===== src/rtl/pdu_pkg.sv =====
package pdu_pkg;

	// Field widths of the request and response channels
	localparam int OPCODE_W = 3;
	localparam int SLOT_W   = 4;
	localparam int PERIOD_W = 16;
	localparam int STATUS_W = 2;

	// Opcodes
	localparam logic [OPCODE_W-1:0] OP_TICK     = 3'd0;
	localparam logic [OPCODE_W-1:0] OP_ADD      = 3'd1;
	localparam logic [OPCODE_W-1:0] OP_REMOVE   = 3'd2;
	localparam logic [OPCODE_W-1:0] OP_ENABLE   = 3'd3;
	localparam logic [OPCODE_W-1:0] OP_DISABLE  = 3'd4;
	localparam logic [OPCODE_W-1:0] OP_SETPER   = 3'd5;
	localparam logic [OPCODE_W-1:0] OP_DISPATCH = 3'd6;

	// Status codes
	localparam logic [STATUS_W-1:0] STATUS_OK    = 2'd0;
	localparam logic [STATUS_W-1:0] STATUS_RANGE = 2'd1;
	localparam logic [STATUS_W-1:0] STATUS_BUSY  = 2'd2;

	typedef logic [OPCODE_W-1:0] opcode_t;
	typedef logic [SLOT_W-1:0]   slot_t;
	typedef logic [PERIOD_W-1:0] period_t;
	typedef logic [STATUS_W-1:0] status_t;

endpackage


===== src/rtl/pdu_req_if.sv =====
interface pdu_req_if;
	logic              valid;
	logic              ready;
	pdu_pkg::opcode_t  opcode;
	pdu_pkg::slot_t    slot;
	pdu_pkg::period_t  period;

	modport source(output valid, output opcode, output slot, output period, input ready);
	modport sink(input valid, input opcode, input slot, input period, output ready);
endinterface


===== src/rtl/pdu_rsp_if.sv =====
interface pdu_rsp_if;
	logic              valid;
	logic              ready;
	pdu_pkg::status_t  status;
	logic              run_valid;
	pdu_pkg::slot_t    run_slot;

	modport source(output valid, output status, output run_valid, output run_slot, input ready);
	modport sink(input valid, input status, input run_valid, input run_slot, output ready);
endinterface


===== src/rtl/periodic_task_dispatcher_unit.sv =====
// Periodic task dispatcher: a table of NUM_SLOTS task slots, slot number is
// priority (lower wins). Requests arrive on req (valid/ready, opcode, slot,
// period); every request yields exactly one response on rsp (status,
// run_valid, run_slot). req.ready is high only while the sequencer is idle.
// Add, remove, enable, disable, set period and unused opcodes go from
// acceptance straight to the finish state. A tick sweeps all slots through
// the countdown memory and the shared decrement unit, one slot per cycle.
// A dispatch scans the flags one slot per cycle from slot 0 and stops at
// the first runnable slot. The response sits in an output register; a new
// request is accepted while it waits. If the receiver stalls, the next
// finished response holds in the sequencer until the output register is
// free. Reset clears every slot's present, enabled and ready flags and
// drops any pending response; period and countdown storage needs no
// clearing since it is used only for present slots, and a successful add
// writes it.
module periodic_task_dispatcher_unit #(
	parameter int NUM_SLOTS   = 16,
	parameter int PERIOD_BITS = 16
) (
	input  logic        clk,
	input  logic        arst_n,
	pdu_req_if.sink     req,
	pdu_rsp_if.source   rsp
);

	localparam int IDX_W = $clog2(NUM_SLOTS);
	localparam int CNT_W = IDX_W + 1;
	localparam int CMP_W = (IDX_W > pdu_pkg::SLOT_W) ? IDX_W + 1 : pdu_pkg::SLOT_W + 1;
	localparam logic [CNT_W-1:0] SWEEP_END = CNT_W'(NUM_SLOTS);
	localparam logic [IDX_W-1:0] LAST_IDX  = IDX_W'(NUM_SLOTS - 1);

	// Sequencer states
	localparam logic [1:0] S_IDLE   = 2'd0;
	localparam logic [1:0] S_TICK   = 2'd1;
	localparam logic [1:0] S_DISP   = 2'd2;
	localparam logic [1:0] S_FINISH = 2'd3;

	logic [1:0]           state_q;
	logic [NUM_SLOTS-1:0] present_q;
	logic [NUM_SLOTS-1:0] enabled_q;
	logic [NUM_SLOTS-1:0] ready_q;

	// Tick sweep: read pointer and the write-back stage
	logic [CNT_W-1:0]     rd_cnt_q;
	logic                 vld_s1;
	logic [IDX_W-1:0]     idx_s1;

	// Dispatch scan pointer
	logic [IDX_W-1:0]     k_q;

	// Result waiting for the output register
	pdu_pkg::status_t     res_status_q;
	logic                 res_run_valid_q;
	pdu_pkg::slot_t       res_run_slot_q;

	// Output register
	logic                 rsp_valid_q;
	pdu_pkg::status_t     rsp_status_q;
	logic                 rsp_run_valid_q;
	pdu_pkg::slot_t       rsp_run_slot_q;

	logic                 accept;
	logic                 inr;
	logic [IDX_W-1:0]     slot_idx;
	logic [PERIOD_BITS-1:0] per_in;
	logic                 out_load;
	pdu_pkg::status_t     add_status;

	logic                 mem_we;
	logic [IDX_W-1:0]     mem_wa;
	logic [2*PERIOD_BITS-1:0] mem_wd;
	logic                 mem_re;
	logic [2*PERIOD_BITS-1:0] mem_rd;

	logic                 alu_en;
	logic                 alu_wr;
	logic                 alu_fire;
	logic [PERIOD_BITS-1:0] alu_nxt;
	logic [PERIOD_BITS-1:0] rd_per;
	logic [PERIOD_BITS-1:0] rd_cnt;

	always_comb begin
		req.ready  = (state_q == S_IDLE);
		accept     = req.valid && req.ready;
		inr        = CMP_W'(req.slot) < CMP_W'(NUM_SLOTS);
		slot_idx   = IDX_W'(req.slot);
		per_in     = PERIOD_BITS'(req.period);
		out_load   = (state_q == S_FINISH) && (!rsp_valid_q || rsp.ready);
		// Add fails on a slot past the table, then on an occupied one
		add_status = !inr ? pdu_pkg::STATUS_RANGE :
			(present_q[slot_idx] ? pdu_pkg::STATUS_BUSY : pdu_pkg::STATUS_OK);
	end

	assign rd_per = mem_rd[2*PERIOD_BITS-1:PERIOD_BITS];
	assign rd_cnt = mem_rd[PERIOD_BITS-1:0];
	assign alu_en = vld_s1 && present_q[idx_s1] && enabled_q[idx_s1];

	pdu_alu #(
		.PERIOD_BITS(PERIOD_BITS)
	) u_alu (
		.en   (alu_en),
		.cnt  (rd_cnt),
		.per  (rd_per),
		.wr   (alu_wr),
		.fire (alu_fire),
		.nxt  (alu_nxt)
	);

	// Memory port: the write-back stage owns it during a tick, the request
	// decode owns it at acceptance of add and set period
	always_comb begin
		mem_re = (state_q == S_TICK) && (rd_cnt_q != SWEEP_END);
		if (state_q == S_TICK) begin
			mem_we = alu_wr;
			mem_wa = idx_s1;
			mem_wd = {rd_per, alu_nxt};
		end else begin
			mem_we = accept && inr &&
				(((req.opcode == pdu_pkg::OP_ADD) && !present_q[slot_idx]) ||
				 (req.opcode == pdu_pkg::OP_SETPER));
			mem_wa = slot_idx;
			mem_wd = {per_in, per_in};
		end
	end

	pdu_cnt_mem #(
		.NUM_SLOTS   (NUM_SLOTS),
		.PERIOD_BITS (PERIOD_BITS)
	) u_cnt_mem (
		.clk (clk),
		.we  (mem_we),
		.wa  (mem_wa),
		.wd  (mem_wd),
		.re  (mem_re),
		.ra  (rd_cnt_q[IDX_W-1:0]),
		.rd  (mem_rd)
	);

	// Sequencer and slot flags
	always_ff @(posedge clk or negedge arst_n) begin
		if (!arst_n) begin
			state_q         <= S_IDLE;
			present_q       <= '0;
			enabled_q       <= '0;
			ready_q         <= '0;
			rd_cnt_q        <= '0;
			vld_s1          <= 1'b0;
			idx_s1          <= '0;
			k_q             <= '0;
			res_status_q    <= pdu_pkg::STATUS_OK;
			res_run_valid_q <= 1'b0;
			res_run_slot_q  <= '0;
		end else begin
			unique case (state_q)
				S_IDLE: begin
					vld_s1 <= 1'b0;
					if (accept) begin
						res_status_q    <= (req.opcode == pdu_pkg::OP_ADD) ? add_status :
							pdu_pkg::STATUS_OK;
						res_run_valid_q <= 1'b0;
						res_run_slot_q  <= '0;
						rd_cnt_q        <= '0;
						k_q             <= '0;
						unique case (req.opcode)
							pdu_pkg::OP_TICK: begin
								state_q <= S_TICK;
							end
							pdu_pkg::OP_ADD: begin
								state_q <= S_FINISH;
								if (inr && !present_q[slot_idx]) begin
									present_q[slot_idx] <= 1'b1;
									enabled_q[slot_idx] <= 1'b1;
									ready_q[slot_idx]   <= 1'b0;
								end
							end
							pdu_pkg::OP_REMOVE: begin
								state_q <= S_FINISH;
								if (inr) begin
									present_q[slot_idx] <= 1'b0;
									enabled_q[slot_idx] <= 1'b0;
									ready_q[slot_idx]   <= 1'b0;
								end
							end
							pdu_pkg::OP_ENABLE: begin
								state_q <= S_FINISH;
								if (inr) begin
									enabled_q[slot_idx] <= 1'b1;
								end
							end
							pdu_pkg::OP_DISABLE: begin
								state_q <= S_FINISH;
								if (inr) begin
									enabled_q[slot_idx] <= 1'b0;
								end
							end
							pdu_pkg::OP_DISPATCH: begin
								state_q <= S_DISP;
							end
							default: begin
								// set period touches only the memory; unused code is a no-op
								state_q <= S_FINISH;
							end
						endcase
					end
				end
				S_TICK: begin
					// Advance the read pointer; the slot read last cycle writes back now
					if (rd_cnt_q != SWEEP_END) begin
						rd_cnt_q <= rd_cnt_q + 1'b1;
					end
					vld_s1 <= (rd_cnt_q != SWEEP_END);
					idx_s1 <= rd_cnt_q[IDX_W-1:0];
					if (alu_fire) begin
						ready_q[idx_s1] <= 1'b1;
					end
					if ((rd_cnt_q == SWEEP_END) && !vld_s1) begin
						state_q <= S_FINISH;
					end
				end
				S_DISP: begin
					// Scan from the highest priority slot; stop at the first runnable one
					if (present_q[k_q] && enabled_q[k_q] && ready_q[k_q]) begin
						ready_q[k_q]    <= 1'b0;
						res_run_valid_q <= 1'b1;
						res_run_slot_q  <= pdu_pkg::SLOT_W'(k_q);
						state_q         <= S_FINISH;
					end else if (k_q == LAST_IDX) begin
						state_q <= S_FINISH;
					end else begin
						k_q <= k_q + 1'b1;
					end
				end
				S_FINISH: begin
					// Hold the result until the output register frees up
					if (out_load) begin
						state_q <= S_IDLE;
					end
				end
				default: begin
					state_q <= S_IDLE;
				end
			endcase
		end
	end

	// Output register
	always_ff @(posedge clk or negedge arst_n) begin
		if (!arst_n) begin
			rsp_valid_q <= 1'b0;
		end else if (out_load) begin
			rsp_valid_q <= 1'b1;
		end else if (rsp.ready) begin
			rsp_valid_q <= 1'b0;
		end
	end

	always_ff @(posedge clk) begin
		if (out_load) begin
			rsp_status_q    <= res_status_q;
			rsp_run_valid_q <= res_run_valid_q;
			rsp_run_slot_q  <= res_run_slot_q;
		end
	end

	assign rsp.valid     = rsp_valid_q;
	assign rsp.status    = rsp_status_q;
	assign rsp.run_valid = rsp_run_valid_q;
	assign rsp.run_slot  = rsp_run_slot_q;

endmodule


===== src/rtl/pdu_cnt_mem.sv =====
module pdu_cnt_mem #(
	parameter int NUM_SLOTS   = 16,
	parameter int PERIOD_BITS = 16
) (
	input  logic                       clk,
	input  logic                       we,
	input  logic [$clog2(NUM_SLOTS)-1:0] wa,
	input  logic [2*PERIOD_BITS-1:0]   wd,
	input  logic                       re,
	input  logic [$clog2(NUM_SLOTS)-1:0] ra,
	output logic [2*PERIOD_BITS-1:0]   rd
);

	// Each word holds {period, countdown}
	logic [2*PERIOD_BITS-1:0] mem [NUM_SLOTS];
	logic [2*PERIOD_BITS-1:0] rd_q;

	always_ff @(posedge clk) begin
		if (we) begin
			mem[wa] <= wd;
		end
		if (re) begin
			rd_q <= mem[ra];
		end
	end

	assign rd = rd_q;

endmodule


===== src/rtl/pdu_alu.sv =====
module pdu_alu #(
	parameter int PERIOD_BITS = 16
) (
	input  logic                   en,
	input  logic [PERIOD_BITS-1:0] cnt,
	input  logic [PERIOD_BITS-1:0] per,
	output logic                   wr,
	output logic                   fire,
	output logic [PERIOD_BITS-1:0] nxt
);

	logic [PERIOD_BITS-1:0] dec;

	// Count down; on reaching zero, fire and reload from the period
	always_comb begin
		dec  = cnt - 1'b1;
		wr   = en && (cnt != '0);
		fire = wr && (dec == '0);
		nxt  = fire ? per : dec;
	end

endmodule


===== src/flat_wrapper.sv =====
// flat-port wrapper written by rule: the top's interface ports become plain ports
module periodic_task_dispatcher_unit_flat 
#(
	parameter int NUM_SLOTS   = 16,
	parameter int PERIOD_BITS = 16
)
  (clk, arst_n, req_valid, req_opcode, req_slot, req_period, req_ready, rsp_valid, rsp_status, rsp_run_valid, rsp_run_slot, rsp_ready);
  pdu_req_if req_i ();
  pdu_rsp_if rsp_i ();
  input  logic clk;
  input  logic arst_n;
  input wire logic [$bits(req_i.valid)-1:0] req_valid;
  input wire logic [$bits(req_i.opcode)-1:0] req_opcode;
  input wire logic [$bits(req_i.slot)-1:0] req_slot;
  input wire logic [$bits(req_i.period)-1:0] req_period;
  output wire logic [$bits(req_i.ready)-1:0] req_ready;
  output wire logic [$bits(rsp_i.valid)-1:0] rsp_valid;
  output wire logic [$bits(rsp_i.status)-1:0] rsp_status;
  output wire logic [$bits(rsp_i.run_valid)-1:0] rsp_run_valid;
  output wire logic [$bits(rsp_i.run_slot)-1:0] rsp_run_slot;
  input wire logic [$bits(rsp_i.ready)-1:0] rsp_ready;
  assign req_i.valid = req_valid;
  assign req_i.opcode = req_opcode;
  assign req_i.slot = req_slot;
  assign req_i.period = req_period;
  assign req_ready = req_i.ready;
  assign rsp_valid = rsp_i.valid;
  assign rsp_status = rsp_i.status;
  assign rsp_run_valid = rsp_i.run_valid;
  assign rsp_run_slot = rsp_i.run_slot;
  assign rsp_i.ready = rsp_ready;
  periodic_task_dispatcher_unit #(.NUM_SLOTS(NUM_SLOTS), .PERIOD_BITS(PERIOD_BITS)) u_core (.clk(clk), .arst_n(arst_n), .req(req_i), .rsp(rsp_i));
endmodule

===== config.mk =====
export PLATFORM = sky130hd
export DESIGN_NAME = periodic_task_dispatcher_unit_flat
export DESIGN_NICKNAME = d
export VERILOG_FILES = /design/src/rtl/pdu_pkg.sv /design/src/rtl/pdu_req_if.sv /design/src/rtl/pdu_rsp_if.sv /design/src/rtl/periodic_task_dispatcher_unit.sv /design/src/rtl/pdu_cnt_mem.sv /design/src/rtl/pdu_alu.sv /design/src/flat_wrapper.sv
export SDC_FILE = /design/constraint.sdc
export NUM_CORES = 1
export LEC_CHECK = 0
export BUFFER_PORTS_ARGS = -buffer_cell sky130_fd_sc_hd__buf_2
export CORE_UTILIZATION = 38
export DETAILED_ROUTE_END_ITERATION = 12
export SYNTH_ARGS = -nofsm -noshare
export SYNTH_HDL_FRONTEND = slang
export SYNTH_HIERARCHICAL = 1
export SYNTH_SLANG_ARGS = --single-unit

===== constraint.sdc =====
create_clock -name clk -period 7.3 [get_ports clk]
set_clock_uncertainty 0.2 [all_clocks]
set_input_delay 0.365 -clock clk [delete_from_list [all_inputs] [get_ports clk]]
set_output_delay 0.365 -clock clk [all_outputs]
set_load 0.01 [all_outputs]

==> metrics <==
worst stage delay on the critical path=roughly 0.77 ns; RePlAce Congestion=0.8385; H-tree depth=2; Post-synth EDFFs=550; CTS Root Cell=clkbuf_16; Yosys warnings=6; TritonCTS clock tree=done; antenna violations before repair=0; # DRC=0; Worst-path clk slew=0.06 ns; Placed Area=26910 sq um; startpoint types=register; TritonCTS Sinks=621; Mapped Area=25770 sq um; Slew HR=22.23%; Final ANT Viol Nets=0; CP Capture Type=register; #FFs+latches synth=621; Initial Util=around two fifths; max_cap viols=0; Max FO, Critical Path=26; postcts setup bufs=0; Setup Viol. Count Final=0; DR iter-0 viols=1267; GR Util All Layers=between 15 and 20%; # IOs=36; Critical Path, Cell by Cell=inv_1 -> ha_1 -> nand2_1 -> nor3_1 -> a32o_1 -> nand3b_1 -> nor2_4 -> buf_4; Max Transition Viols Final=0; type of the worst setup path=reg -> reg; Worst Path Arrival=4.49 ns; WL per Instance=between 20 and 25 microns; Tcrit/Tclk final=60.61%; row cnt=95; Max Freq=0.2260 GHz; Gate Count Post-Synth=between 1000 and 1500; CTS Hold Buffers Added=3; most common flop cell mapped by yosys=edfxtp_1; Worst VDD drop=224.2 uV; nets=approximately 1600; family with the most delay on the worst path=simple AND/OR/NAND/NOR gates; TNS Setup=0 ns; area of the core=roughly 67000 sq um; Least-Margin Pin Slew=1.164 ns; static leakage=0.009613 uW; worst skew pair latency=between 0.6 and 0.7 ns; CTS buffer count=60; area grow syn2layout=12.26%; gr ovfl total=0; CTS max path bufs=3; # diodes=0; Synthesized Nets=1517; DIE HEIGHT=262.4 microns; asr flop ratio synth=11.43%; Tot Pwr=11230 uW; Resized Gates After CTS=0; vias in the first global route=14180; largest net degree at the start of global routing=72; Syn Area/Cell=between 15 and 20 sq um; first-pass GRT wire length=88780 microns; Final HPWL DP=34030 microns; # fillers=5789; CP Buf/Inv Count=2; Worst Hold Class=in -> reg; DR pass1 iterations=5; DR vias=13740; RSZ-0062 raised after global routing=no; final instance area=28930 sq um; pwr/cell area=a little under 400 nW/um^2; Slowest cell on crit path=nor2_4; port bufs=34; outcome=complete, no violations; Post-Route Utilization=43.07%; Final Hold Vio Count=0; Tmin final=~4.4 ns; Critical Path RT=7.37 ns; final wirelength=just under 60000 microns; sequential-to-total area share from yosys stat=between 70% and 80%; share of layout cells above drive strength 1=22.12%; hold_ws=0.1193 ns; Yosys cell types=67; Die ar.=68850 sq um; DR vias/cell=5.638; Die X-Extent=262.4 microns
[flip-flops by register name, summed over array words and instances, names as in the netlist, named ones only]
name                    count
u_core/k_q                  4
u_core/u_cnt_mem/rd        32
u_core/ready_q             16
u_core/res_run_valid_q      1
u_core/rd_cnt_q             5
u_core/res_run_slot_q       4
u_core/state_q              2
u_core/rsp.run_valid        1
u_core/res_status_q         1
u_core/rsp.run_slot         4
u_core/u_cnt_mem/mem      512
u_core/rsp.status           1
u_core/rsp.valid            1
u_core/vld_s1               1
u_core/idx_s1               4
[Yosys cell counts (all sizes together), types with 10 or more instances]
master / instances / area share, %
edfxtp: 550 / 64
nand2: 156 / 2.3
mux4: 145 / 13
a22oi: 72 / 2.2
dfrtp: 71 / 6.9
nor2: 66 / 0.96
buf: 43 / 1.1
clkbuf: 43 / 0.63
mux2: 29 / 1.3
nand3: 27 / 0.52
nor3: 24 / 0.47
o21ai: 24 / 0.47
inv: 23 / 0.34
a21oi: 22 / 0.43
a31oi: 19 / 0.46
o22a: 17 / 0.58
o22ai: 14 / 0.34
ha: 13 / 0.63
nor2b: 13 / 0.32
nand2b: 11 / 0.27
a21o: 10 / 0.29
[worst reg2reg max path: cells and delay by family (launching register included)]
family / cells / cell delay, ns
adder cells (fa/ha/maj): 1 / 0.45
AND/OR/NAND/NOR: 4 / 2.11
buffers and inverters: 2 / 0.60
flip-flops: 1 / 0.41
AO/OA/AOI/OAI: 1 / 0.27
[final timing paths]
path | from | endpoint | slack, ns | cells past startpoint
max in group asynchronous | arst_n | u_core/rd_cnt_q[0] | 5.91 | 3
min in group asynchronous | arst_n | asynchronous set/reset pin | 0.30 | 3
hold reg to reg | u_core/res_run_slot_q[3] | u_core/rsp.run_slot[3] | 0.25 | 0
hold / removal | req_slot[1] | register | 0.12 | 3
setup reg to reg | u_core/state_q[0] | u_core/u_cnt_mem/mem[10][11] | 2.88 | 8
setup / recovery | u_core/state_q[0] | u_core/u_cnt_mem/mem[10][11] | 2.88 | 8
[metal layers]
metal  wire [microns]  part of all wire (%)  GRT usage [%]
met5                0                     0              0
met4             1354                   2.3          5.183
met3             3400                   5.9          2.708
met2            28300                    49          27.86
met1            24950                    43          23.45
[kinds of logic after synthesis]
logic type	count (synthesis)	share of synthesized area, %
buf+inv	109	2.039
other cells	1	0.01455
mux	179	14.28
compound gates	203	5.618
simple gates	337	5.948
xor+xnor	14	0.4759
fa+ha+maj	13	0.6313
flops	621	70.99
[cell type report]
class                           instances  area (sq um)  area share [%]
Sequential cell                       621         18300           63.26
Clock buffer                           82          1614           5.580
Tap cell                              873          1092           3.776
Multi-Input combinational cell        747          7086           24.50
Timing Repair Buffer                   60         372.9           1.289
Inverter                               23         88.84          0.3071
Clock inverter                         31         372.9           1.289
[per-stage QoR]
| stage | std cells | setup slack (ns) |
|---|---|---|
| global route | 2437 | 2.619 |
| finish | 2437 | 2.876 |
| global placement | 2321 | 2.995 |
| CTS | 2437 | 2.893 |
| detailed placement | 2321 | 2.933 |
| floorplan | 1477 | 2.217 |
[where the power goes]
part	switching (uW)	leakage (uW)	internal, uW	total (uW)
sequential	368	0.00591	4670	5040
combinational	1850	0.00274	1220	3070
clock	1320	0.000956	1800	3120
total	3540	0.00961	7690	11200
[layout by cell type (no fill, tap or decap), types with 19 or more instances in the layout]
cell type  netlist  routed
clkbuf_16        0      60
a21oi_1         22      22
buf_2           12      34
clkbuf_1        43      19
inv_1           22      21
mux2_2          26      26
nand3_1         27      27
nand2_1        155     155
dfrtp_1         71      69
buf_4           11      23
nor3_1          24      20
o21ai_0         23      23
mux4_2         137     137
edfxtp_1       550     550
a31oi_1         19      19
nor2_1          66      53
a22oi_1         69      69
(Power assumes the default switching activity.)
